===== config.mk =====
export PLATFORM = sky130hd
export DESIGN_NAME = websocket_frame_deframer_flat
export DESIGN_NICKNAME = d
export VERILOG_FILES = /design/src/design/wsd_pkg.sv /design/src/design/wsd_if.sv /design/src/design/websocket_frame_deframer.sv /design/src/design/wsd_parser.sv /design/src/design/wsd_queue.sv /design/src/flat_wrapper.sv
export SDC_FILE = /design/constraint.sdc
export NUM_CORES = 1
export LEC_CHECK = 0
export ABC_AREA = 1
export BUFFER_PORTS_ARGS = -buffer_cell sky130_fd_sc_hd__buf_2
export CAP_MARGIN = 20
export CORE_ASPECT_RATIO = 1.4
export CORE_MARGIN = 4
export CORE_UTILIZATION = 40
export DETAILED_ROUTE_END_ITERATION = 12
export RECOVER_POWER = 100
export SYNTH_ARGS = -nofsm -noshare
export SYNTH_HDL_FRONTEND = slang
export SYNTH_SLANG_ARGS = --single-unit

===== constraint.sdc =====
create_clock -name clk -period 5.6 [get_ports clk]
set_input_delay 0.56 -clock clk [delete_from_list [all_inputs] [get_ports clk]]
set_output_delay 0.56 -clock clk [all_outputs]
set_load 0.03 [all_outputs]

===== src/design/wsd_pkg.sv =====
package wsd_pkg;

	typedef enum logic [2:0] {
		PH_HDR0,
		PH_HDR1,
		PH_EXT,
		PH_MASK,
		PH_PAYLOAD,
		PH_STOPPED
	} phase_t;

	typedef enum logic [2:0] {
		KIND_DATA      = 3'd0,
		KIND_DELIVERED = 3'd1,
		KIND_DROPPED   = 3'd2,
		KIND_CLOSE     = 3'd3,
		KIND_BAD_MASK  = 3'd4,
		KIND_TOO_LONG  = 3'd5
	} kind_t;

	localparam logic [31:0] MAX_FRAME_RESET = 32'd16777216;

	localparam logic [3:0] OP_TEXT   = 4'h1;
	localparam logic [3:0] OP_BINARY = 4'h2;
	localparam logic [3:0] OP_CLOSE  = 4'h8;

	localparam logic [6:0] LEN_EXT16 = 7'd126;
	localparam logic [6:0] LEN_EXT64 = 7'd127;

	localparam logic [3:0] EXT16_BYTES = 4'd2;
	localparam logic [3:0] EXT64_BYTES = 4'd8;
	localparam logic [3:0] MASK_BYTES  = 4'd4;

	typedef struct packed {
		kind_t       kind;
		logic [7:0]  data;
		logic [3:0]  opcode;
		logic [31:0] length;
		logic        rsv;
		logic        last;
	} result_t;

	typedef struct packed {
		logic [1:0] count;
		result_t    r0;
		result_t    r1;
	} push_t;

endpackage


===== src/design/wsd_if.sv =====
interface wsd_rx_if;
	logic       valid;
	logic       ready;
	logic [7:0] rx_byte;

	modport source(output valid, output rx_byte, input ready);
	modport sink(input valid, input rx_byte, output ready);
endinterface

interface wsd_res_if;
	logic        valid;
	logic        ready;
	logic [2:0]  out_kind;
	logic [7:0]  data_byte;
	logic [3:0]  msg_opcode;
	logic [31:0] message_length;
	logic        rsv_seen;
	logic        last;

	modport source(
		output valid, output out_kind, output data_byte, output msg_opcode,
		output message_length, output rsv_seen, output last, input ready
	);
	modport sink(
		input valid, input out_kind, input data_byte, input msg_opcode,
		input message_length, input rsv_seen, input last, output ready
	);
endinterface

interface wsd_cfg_if;
	logic        valid;
	logic        ready;
	logic [31:0] data;

	modport source(output valid, output data, input ready);
	modport sink(input valid, input data, output ready);
endinterface


===== src/design/websocket_frame_deframer.sv =====
// path: an accepted byte is registered, parsed combinationally, and its result words are
// written into the result queue, whose head drives res
// throughput: while input ready is high, one byte per cycle; a final frame's last payload
// byte yields two result words; the queue absorbs them while res takes one word per cycle
// input ready drops when the result queue holds more than QUEUE_DEPTH-4 words
// reset: asynchronous, active low; parser waits for a header byte, limit is 16777216
module websocket_frame_deframer import wsd_pkg::*; #(
	parameter int QUEUE_DEPTH = 8
) (
	input  logic      clk,
	input  logic      arst_n,
	wsd_rx_if.sink    rx,
	wsd_res_if.source res,
	wsd_cfg_if.sink   cfg
);

	logic [31:0] max_q;
	push_t       push;
	logic        space_ok;
	logic        head_valid;
	result_t     head;

	assign cfg.ready = 1'b1;

	always_ff @(posedge clk or negedge arst_n) begin
		if (!arst_n) begin
			max_q <= MAX_FRAME_RESET;
		end else if (cfg.valid) begin
			max_q <= cfg.data;
		end
	end

	assign rx.ready = space_ok;

	wsd_parser u_parser (
		.clk           (clk),
		.arst_n        (arst_n),
		.in_valid      (rx.valid && space_ok),
		.in_byte       (rx.rx_byte),
		.max_frame_len (max_q),
		.push          (push)
	);

	wsd_queue #(
		.DEPTH (QUEUE_DEPTH)
	) u_queue (
		.clk        (clk),
		.arst_n     (arst_n),
		.push       (push),
		.pop        (res.ready),
		.space_ok   (space_ok),
		.head_valid (head_valid),
		.head       (head)
	);

	assign res.valid          = head_valid;
	assign res.out_kind       = head.kind;
	assign res.data_byte      = head.data;
	assign res.msg_opcode     = head.opcode;
	assign res.message_length = head.length;
	assign res.rsv_seen       = head.rsv;
	assign res.last           = head.last;

endmodule


===== src/design/wsd_parser.sv =====
module wsd_parser import wsd_pkg::*; (
	input  logic        clk,
	input  logic        arst_n,
	input  logic        in_valid,
	input  logic [7:0]  in_byte,
	input  logic [31:0] max_frame_len,
	output push_t       push
);

	logic        valid_s1;
	logic [7:0]  byte_s1;

	phase_t      phase_q, phase_d;
	logic [7:0]  fhb_q, fhb_d;
	logic [3:0]  ebl_q, ebl_d;
	logic [63:0] flen_q, flen_d;
	logic [31:0] mkey_q, mkey_d;
	logic [31:0] pleft_q, pleft_d;
	logic [1:0]  midx_q, midx_d;
	logic [31:0] acc_q, acc_d;
	logic [3:0]  lop_q, lop_d;

	logic        rsv;
	logic        do_end;
	logic [3:0]  end_op;
	logic [31:0] end_len;
	logic [31:0] acc_inc;
	logic [7:0]  key_byte;
	logic        too_long;
	logic [3:0]  op_new;
	kind_t       end_kind;
	logic [1:0]  n;
	result_t     r0, r1, rend;

	function automatic result_t make_result(kind_t k, logic [7:0] d, logic [3:0] op,
		logic [31:0] len, logic rs);
		result_t r;
		r.kind   = k;
		r.data   = d;
		r.opcode = op;
		r.length = len;
		r.rsv    = rs;
		r.last   = 1'b0;
		return r;
	endfunction

	always_ff @(posedge clk or negedge arst_n) begin
		if (!arst_n) begin
			valid_s1 <= 1'b0;
		end else begin
			valid_s1 <= in_valid;
		end
	end

	always_ff @(posedge clk) begin
		if (in_valid) begin
			byte_s1 <= in_byte;
		end
	end

	always_ff @(posedge clk or negedge arst_n) begin
		if (!arst_n) begin
			phase_q <= PH_HDR0;
			fhb_q   <= '0;
			ebl_q   <= '0;
			flen_q  <= '0;
			mkey_q  <= '0;
			pleft_q <= '0;
			midx_q  <= '0;
			acc_q   <= '0;
			lop_q   <= '0;
		end else if (valid_s1) begin
			phase_q <= phase_d;
			fhb_q   <= fhb_d;
			ebl_q   <= ebl_d;
			flen_q  <= flen_d;
			mkey_q  <= mkey_d;
			pleft_q <= pleft_d;
			midx_q  <= midx_d;
			acc_q   <= acc_d;
			lop_q   <= lop_d;
		end
	end

	assign rsv      = |fhb_q[6:4];
	assign acc_inc  = (&acc_q) ? acc_q : acc_q + 32'd1;
	assign too_long = (|flen_q[63:32]) ||
		((max_frame_len != 32'd0) && (flen_q[31:0] > max_frame_len));
	assign op_new   = (acc_q == 32'd0) ? fhb_q[3:0] : lop_q;

	always_comb begin
		case (midx_q)
			2'd0:    key_byte = mkey_q[31:24];
			2'd1:    key_byte = mkey_q[23:16];
			2'd2:    key_byte = mkey_q[15:8];
			default: key_byte = mkey_q[7:0];
		endcase
	end

	always_comb begin
		phase_d = phase_q;
		fhb_d   = fhb_q;
		ebl_d   = ebl_q;
		flen_d  = flen_q;
		mkey_d  = mkey_q;
		pleft_d = pleft_q;
		midx_d  = midx_q;
		acc_d   = acc_q;
		lop_d   = lop_q;
		n       = 2'd0;
		r0      = '0;
		r1      = '0;
		rend    = '0;
		do_end  = 1'b0;
		end_op  = lop_q;
		end_len = acc_q;
		end_kind = KIND_DROPPED;

		case (phase_q)
			PH_HDR0: begin
				fhb_d   = byte_s1;
				phase_d = PH_HDR1;
			end
			PH_HDR1: begin
				if (!byte_s1[7]) begin
					phase_d = PH_STOPPED;
					r0 = make_result(KIND_BAD_MASK, 8'd0, lop_q, acc_q, rsv);
					n  = 2'd1;
				end else begin
					mkey_d = '0;
					if (byte_s1[6:0] == LEN_EXT16) begin
						flen_d  = '0;
						ebl_d   = EXT16_BYTES;
						phase_d = PH_EXT;
					end else if (byte_s1[6:0] == LEN_EXT64) begin
						flen_d  = '0;
						ebl_d   = EXT64_BYTES;
						phase_d = PH_EXT;
					end else begin
						flen_d  = {57'd0, byte_s1[6:0]};
						ebl_d   = MASK_BYTES;
						phase_d = PH_MASK;
					end
				end
			end
			PH_EXT: begin
				flen_d = {flen_q[55:0], byte_s1};
				ebl_d  = ebl_q - 4'd1;
				if (ebl_q == 4'd1) begin
					ebl_d   = MASK_BYTES;
					phase_d = PH_MASK;
				end
			end
			PH_MASK: begin
				mkey_d = {mkey_q[23:0], byte_s1};
				ebl_d  = ebl_q - 4'd1;
				if (ebl_q == 4'd1) begin
					if (too_long) begin
						phase_d = PH_STOPPED;
						r0 = make_result(KIND_TOO_LONG, 8'd0, lop_q, acc_q, rsv);
						n  = 2'd1;
					end else begin
						lop_d   = op_new;
						pleft_d = flen_q[31:0];
						midx_d  = 2'd0;
						if (flen_q[31:0] == 32'd0) begin
							do_end  = 1'b1;
							end_op  = op_new;
							end_len = acc_q;
						end else begin
							phase_d = PH_PAYLOAD;
						end
					end
				end
			end
			PH_PAYLOAD: begin
				midx_d  = midx_q + 2'd1;
				acc_d   = acc_inc;
				pleft_d = pleft_q - 32'd1;
				r0 = make_result(KIND_DATA, byte_s1 ^ key_byte, lop_q, acc_inc, rsv);
				n  = 2'd1;
				if (pleft_q == 32'd1) begin
					do_end  = 1'b1;
					end_op  = lop_q;
					end_len = acc_inc;
				end
			end
			default: begin
				phase_d = PH_STOPPED;
			end
		endcase

		if (do_end) begin
			if (!fhb_q[7]) begin
				phase_d = PH_HDR0;
			end else begin
				if (end_op == OP_TEXT || end_op == OP_BINARY) begin
					end_kind = KIND_DELIVERED;
				end else if (end_op == OP_CLOSE) begin
					end_kind = KIND_CLOSE;
				end else begin
					end_kind = KIND_DROPPED;
				end
				rend    = make_result(end_kind, 8'd0, end_op, end_len, rsv);
				phase_d = (end_kind == KIND_CLOSE) ? PH_STOPPED : PH_HDR0;
				acc_d   = '0;
				lop_d   = '0;
				if (n == 2'd0) begin
					r0 = rend;
				end else begin
					r1 = rend;
				end
				n = n + 2'd1;
			end
		end

		if (n == 2'd1) begin
			r0.last = 1'b1;
		end else if (n == 2'd2) begin
			r1.last = 1'b1;
		end

		push.count = valid_s1 ? n : 2'd0;
		push.r0    = r0;
		push.r1    = r1;
	end

endmodule


===== src/design/wsd_queue.sv =====
module wsd_queue import wsd_pkg::*; #(
	parameter int DEPTH = 8
) (
	input  logic    clk,
	input  logic    arst_n,
	input  push_t   push,
	input  logic    pop,
	output logic    space_ok,
	output logic    head_valid,
	output result_t head
);

	localparam int AW = $clog2(DEPTH);

	result_t       mem [DEPTH];
	logic [AW-1:0] wr_q, rd_q;
	logic [AW:0]   cnt_q;
	logic          pop_ok;

	assign head_valid = (cnt_q != '0);
	assign pop_ok     = pop && head_valid;
	assign space_ok   = (cnt_q <= (AW+1)'(DEPTH - 4));
	assign head       = mem[rd_q];

	always_ff @(posedge clk or negedge arst_n) begin
		if (!arst_n) begin
			wr_q  <= '0;
			rd_q  <= '0;
			cnt_q <= '0;
		end else begin
			wr_q  <= wr_q + AW'(push.count);
			rd_q  <= rd_q + AW'(pop_ok);
			cnt_q <= cnt_q + (AW+1)'(push.count) - (AW+1)'(pop_ok);
		end
	end

	for (genvar i = 0; i < DEPTH; i++) begin : g_entry
		always_ff @(posedge clk) begin
			if (push.count != 2'd0 && AW'(i) == wr_q) begin
				mem[i] <= push.r0;
			end else if (push.count == 2'd2 && AW'(i) == wr_q + AW'(1)) begin
				mem[i] <= push.r1;
			end
		end
	end

endmodule

===== src/flat_wrapper.sv =====
// flat-port wrapper written by rule: the top's interface ports become plain ports
module websocket_frame_deframer_flat import wsd_pkg::*;
#(
	parameter int QUEUE_DEPTH = 8
)
  (clk, arst_n, rx_valid, rx_rx_byte, rx_ready, res_valid, res_out_kind, res_data_byte, res_msg_opcode, res_message_length, res_rsv_seen, res_last, res_ready, cfg_valid, cfg_data, cfg_ready);
  wsd_rx_if rx_i ();
  wsd_res_if res_i ();
  wsd_cfg_if cfg_i ();
  input  logic clk;
  input  logic arst_n;
  input wire logic [$bits(rx_i.valid)-1:0] rx_valid;
  input wire logic [$bits(rx_i.rx_byte)-1:0] rx_rx_byte;
  output wire logic [$bits(rx_i.ready)-1:0] rx_ready;
  output wire logic [$bits(res_i.valid)-1:0] res_valid;
  output wire logic [$bits(res_i.out_kind)-1:0] res_out_kind;
  output wire logic [$bits(res_i.data_byte)-1:0] res_data_byte;
  output wire logic [$bits(res_i.msg_opcode)-1:0] res_msg_opcode;
  output wire logic [$bits(res_i.message_length)-1:0] res_message_length;
  output wire logic [$bits(res_i.rsv_seen)-1:0] res_rsv_seen;
  output wire logic [$bits(res_i.last)-1:0] res_last;
  input wire logic [$bits(res_i.ready)-1:0] res_ready;
  input wire logic [$bits(cfg_i.valid)-1:0] cfg_valid;
  input wire logic [$bits(cfg_i.data)-1:0] cfg_data;
  output wire logic [$bits(cfg_i.ready)-1:0] cfg_ready;
  assign rx_i.valid = rx_valid;
  assign rx_i.rx_byte = rx_rx_byte;
  assign rx_ready = rx_i.ready;
  assign res_valid = res_i.valid;
  assign res_out_kind = res_i.out_kind;
  assign res_data_byte = res_i.data_byte;
  assign res_msg_opcode = res_i.msg_opcode;
  assign res_message_length = res_i.message_length;
  assign res_rsv_seen = res_i.rsv_seen;
  assign res_last = res_i.last;
  assign res_i.ready = res_ready;
  assign cfg_i.valid = cfg_valid;
  assign cfg_i.data = cfg_data;
  assign cfg_ready = cfg_i.ready;
  websocket_frame_deframer #(.QUEUE_DEPTH(QUEUE_DEPTH)) u_core (.clk(clk), .arst_n(arst_n), .rx(rx_i), .res(res_i), .cfg(cfg_i));
endmodule

* Yosys cells after proc, flatten, opt, wreduce, memory -nomap -nowiden
Memory sizes are Yosys's and may differ from the RTL's. Index checks and enable logic that the tools add are counted.
Storage, ports and cells: output and inout bits 52, bits in registers 232, RAM bits 392, logic and storage cells 265, memories 1
Operators by class: equal/unequal tests 38, reduce and logical (&&, ||, !) cells 50, add/subtract/negate cells 10, bitwise gates (word level) 9, $lt $le $gt $ge 2, mux-type cells 140
Memory list:
- u_core.u_queue.mem | words 8, bits a word 49, read ports 1, clocked after Yosys merged registers in 0, write ports 2, line wsd_queue.sv:15 | result_t mem [DEPTH];
Operators by type and width (number):
- 49-bit two-way mux | 23
- 49-bit OR reduction | 6
- 32-bit two-way mux | 9
- 49-bit one-hot mux with 3 select lines | 1
- 32-bit one-hot mux with 2 select lines | 2
- 64-bit one-hot mux with 2 select lines | 1
- 32-bit logical NOT | 2
- 64-bit two-way mux | 1
- 1-bit two-way mux | 59
- 4-bit two-way mux | 14
- 3-bit two-way mux | 16
- 32-bit by 1-bit adder with 32-bit output (second input constant) | 1
- 32-bit by 1-bit equality test with 1-bit output (second input constant) | 1
- 32-bit greater-than comparator | 1
- 32-bit AND reduction | 1
- 32-bit nonzero test | 1
- 32-bit OR reduction | 1
- 32-bit by 1-bit subtractor with 32-bit output (second input constant) | 1
- 3-bit equality test (first input constant) | 8
- 8-bit one-hot mux with 3 select lines | 1
- 1-bit logical AND | 19
- 3-bit one-hot mux with 5 select lines | 1
- 7-bit equality test (second input constant) | 2
- 7-bit two-way mux | 2
- 39 further kinds | 75

* Depth between registers and ports, before layout
depth in word-level cells 20, depth in mapped cells 31, mapped depth without buffers 28

* By module
From an unflattened synthesis, not the netlist that was laid out.
Unflattened totals: cell total of the unflattened synthesis 4742, area, all modules 36473.7 µm²
Modules (own cells, without submodules):
- wsd_queue | cells an instance 2854, times used 1, seq. area each 12021.5 µm², area each 22427.8 µm²
- wsd_parser | cells an instance 1748, times used 1, seq. area each 4794.6 µm², area each 12733.5 µm²
- websocket_frame_deframer | cells an instance 140, times used 1, seq. area each 802.0 µm², area each 1312.5 µm²

* Worst setup path after synthesis
No wires, ideal clock.
path type reg2reg, start register u_core.max_q[24], end memory u_core.u_queue.mem[2][0] in the netlist's numbering, enable pin, required time 5.192 ns, arrival 4.041 ns, setup slack 1.151 ns, stages on the path, launching flop included 24, path buffers 1, cells stage by stage dfstp_2 inv_1 ha_1 nand2_1 nor2_1 and2_1 and3_1 nand2_1 nand2_1 nand2_2 nand2_2 nand2_4 nand2_4 nor2_4 inv_2 ha_1 inv_1 nand4_4 inv_2 nand2_4 nor2_8 inv_2 clkbuf_1 nand2_1
RTL lines:
- from (decl) | line websocket_frame_deframer.sv:17 | logic [31:0] max_q;
- from (signal assigned) | line websocket_frame_deframer.sv:29 | max_q <= cfg.data;
- to (decl) | line wsd_queue.sv:15

* Worst setup path in the final report
start register u_core.u_queue.rd_q[1], end output port res_message_length[30]
Between the ends: longest elaborated chain between the ends 1
RTL lines:
- from (decl) | line wsd_queue.sv:16 | logic [AW-1:0] wr_q, rd_q;
- from (signal assigned) | line wsd_queue.sv:32 | rd_q <= rd_q + AW'(pop_ok);
- memory 8 x 49 bit
- to (decl) | line flat_wrapper.sv:19 | output wire logic [$bits(res_i.message_length)-1:0] res_message_length;
Every way passes these cells.

==> impl_metrics.json <==
{
  "status": "finished, violations left",
  "failed_checks": "max-capacitance violations, max-slew violations",
  "grt_pass1_wl_um": 153100,
  "htreeDepth": 3,
  "reg2reg_from": "u_core.max_q[24]",
  "firstDrtPassIters": 5,
  "nets": 3974,
  "synth_fa_ha_area_share_pct": 2.192,
  "design.die.area_um2": 87810,
  "critPathMaxFanout": 53,
  "end_kind": "output port",
  "worst-r2r-cell-count": 23,
  "min_from": "rx_rx_byte[5]",
  "synthMuxAreaShare_pct": 0.06778,
  "cp_data_required_time_ps": 5040,
  "synth_seq_cells": 624,
  "path_cells": "clkbuf_2 > o21ai_0 > o22ai_1 > nor2_1 > a31oi_1 > clkbuf_1",
  "drtIter0Drc": 2184,
  "clockBufferDepth": 3,
  "crit_path_top_delay_cell": "clkbuf_2",
  "floorplan.initialDensity_pct": 40.49,
  "holdPathEnd": "u_core.u_parser.byte_s1[5]",
  "wl_per_cell_um": 19.66,
  "synthFlopType": "edfxtp_1",
  "io_buffers": 95,
  "critical_path_class": "reg -> out",
  "synth-edff-count": 391,
  "place_area_um2": 34790,
  "synth_warnings": 0,
  "place_inst": 4872,
  "fmax_mhz": 212.0,
  "holdPathStages": 1,
  "routed_wl_um": 98200,
  "synth_fp_nets": 3974,
  "synthSimpleGateAreaFrac_pct": 18.65,
  "mostFrequentLayoutCell": "nand2_1",
  "fillers": 7999,
  "io_pins": 97,
  "fin_area_um2": 36810,
  "dp_hpwl_um": 63490,
  "rsz0062_at_grt": "false",
  "overflow": 0,
  "antenna_found_initial": 0,
  "cts_setup_buffers": 0,
  "syn_to_final_growth_pct": 10.77,
  "instances_no_fill": 4994,
  "ant_nets": 0,
  "die_h_um": 349.0,
  "rows": 124,
  "avgSynthCellArea_um2": 8.582,
  "worst-endpoint-arrival_ps": 4160,
  "drv_slew": 140,
  "worstSkewPairLatency_ps": 620,
  "grt_start_max_net_pins": 173,
  "fin_crit_ps": 4716,
  "final_core_util_pct": 44.85,
  "synth_top_family_by_area": "simple AND/OR/NAND/NOR gates",
  "final_cell_mix": "756 x nand2_1, 663 x o21ai_0, 534 x nor2_1, 391 x edfxtp_1, 339 x inv_1",
  "r2r-end": "u_core.u_queue.mem[5][31]",
  "synthCells": 3872,
  "cp-start-kind": "register",
  "synth.cell_area_um2": 33230,
  "cellPowerDensity_nw_per_um2": 416.8,
  "maxSlewHeadroom_pct": -67.21,
  "grt_pass1_vias": 26630,
  "cpPeakStageDelay_ps": 1140,
  "dr_total_vias": 27530,
  "hold_viol": 0,
  "period_share_pct": 84.22,
  "ys_async_sr_fraction_pct": 35.90,
  "viasPerCell": 5.513,
  "maxCapViolCount": 3,
  "skew_ps": 29.30,
  "worstMarginPinSlew_ps": 2499,
  "cts_buffers": 66,
  "core_um2": 82070,
  "post-route-drc-count": 0,
  "cts-root-buf": "clkbuf_16",
  "ys_types": 63,
  "drive_gt1_share_pct": 7.037,
  "worstHoldPathType": "in -> reg",
  "path_clk_slew_ps": 60,
  "ys_seq_area_share_pct": 52.75,
  "yosys.area_share.xor_xnor_pct": 1.081,
  "setup_viol_count_final": 0,
  "grt_usage_pct": 21.90,
  "fin_tns_setup_ps": 0,
  "cellLeakagePower_nw": 14.60,
  "die_w_um": 251.6,
  "cts_resized": 0,
  "gp_congestion": 0.9042,
  "tritoncts": "done",
  "regToRegSetupSlack_ps": 910,
  "peakVddDrop_v": 0.0002558,
  "cts_sinks": 624,
  "synth_compound_area_share_pct": 18.43
}
==> cell families after synthesis <==
| kind of cell | Yosys count |
|---|---|
| AOI/OAI and AO/OA | 1084 |
| xor gates and xnor gates | 41 |
| adders and majority gates | 57 |
| buffers and inverters | 573 |
| DFF | 624 |
| muxes | 2 |
| other | 1 |
| and+or+nand+nor | 1490 |
==> worst max-delay path, delay by kind of cell, from the launching register on <==
family          cells  cell delay [ps]
flops               1              830
buf+inv             2             1530
simple gates        1               60
compound gates      3             1020
==> state kept, by name (all words and copies together) (netlist names) <==
signal,cells
u_core.u_parser.lop_q,4
u_core.u_queue.rd_q,3
u_core.u_parser.ebl_q,4
u_core.u_parser.midx_q,2
u_core.max_q,32
u_core.u_queue.cnt_q,4
u_core.u_queue.mem,392
u_core.u_parser.acc_q,32
u_core.u_parser.fhb_q,8
u_core.u_parser.valid_s1,1
u_core.u_queue.wr_q,3
u_core.u_parser.mkey_q,32
u_core.u_parser.flen_q,64
u_core.u_parser.pleft_q,32
u_core.u_parser.byte_s1,8
u_core.u_parser.phase_q,3
==> power breakdown <==
group | leakage [nW] | total, mW | switching (mW) | internal (mW)
clock network | 1.06 | 4.48 | 1.88 | 2.61
logic | 6.60 | 5.33 | 3.91 | 1.41
registers | 6.95 | 5.53 | 0.345 | 5.18
total | 14.6 | 15.3 | 6.14 | 9.20
==> how the worst max path moves through the flow <==
stage / start / end / slack (ps)
6_report: u_core.u_queue.rd_q[1] / res_message_length[30] / 880
5_1_grt: u_core.max_q[24] / u_core.u_queue.mem[2][19] / 540
4_1_cts: u_core.u_parser.flen_q[7] / u_core.u_queue.mem[3][1] / 1420
3_5_place_dp: u_core.u_parser.flen_q[7] / u_core.u_queue.mem[3][1] / 1420
3_3_place_gp: u_core.max_q[24] / u_core.u_queue.mem[3][14] / 1520
2_1_floorplan: u_core.max_q[24] / u_core.u_queue.mem[2][0] / 1150
==> cells in the mapped netlist (10+ instances only) <==
library cell,instances,area [um^2]
a31oi_1,56,350.3
nand4_1,32,200.2
clkbuf_1,171,641.9
buf_6,10,112.6
buf_2,19,95.09
nor2_1,533,2001
edfxtp_1,391,11740
buf_1,13,48.80
dfrtp_1,223,5580
a21oi_1,110,550.5
nand2_1,754,2830
nand3_1,63,315.3
inv_2,17,63.81
o21ai_0,594,2973
o211ai_1,11,82.58
inv_1,333,1250
ha_1,55,688.2
nor4_1,24,150.1
o21ai_1,81,405.4
o22ai_1,174,1089
nor3_1,28,140.1
xor2_1,39,341.6
o21bai_4,13,244.0
==> final cells by class <==
class	count	area, um^2	share of cell area [%]
tap	1071	1340	3.641
antenna	1	2.502	0.006799
sequential	624	17530	47.64
inverter	355	1339	3.637
clock buffer	92	1852	5.031
multi-input combinational	2675	13370	36.32
timing repair buffer	150	1040	2.825
clock inverter	26	332.8	0.9042
==> what timing repair did <==
action / CTS / global route
hold buffers: 1 / 0
endpoints found under the hold margin: 85 / 0
setup endpoints to repair: 0 / 0
==> layer usage <==
metal  track usage [%]  wire length [um]
met3             2.754              6118
met4             7.657              3106
met1             27.60             39360
met2             38.81             49610
met5                 0                 0
==> per-stage QoR <==
stage | power [mW] | hold WS, ps | worst slack [ps]
finish | 15.34 | 133.3 | 883.8
global route | 16.23 | 109.0 | 540.4
CTS | 15.58 | 88.06 | 1420
detailed placement | 11.09 | 460.4 | 1420
global placement | 11.04 | 452.9 | 1521
floorplan | 9.318 | 264.4 | 1151
(Power assumes the default switching activity.)
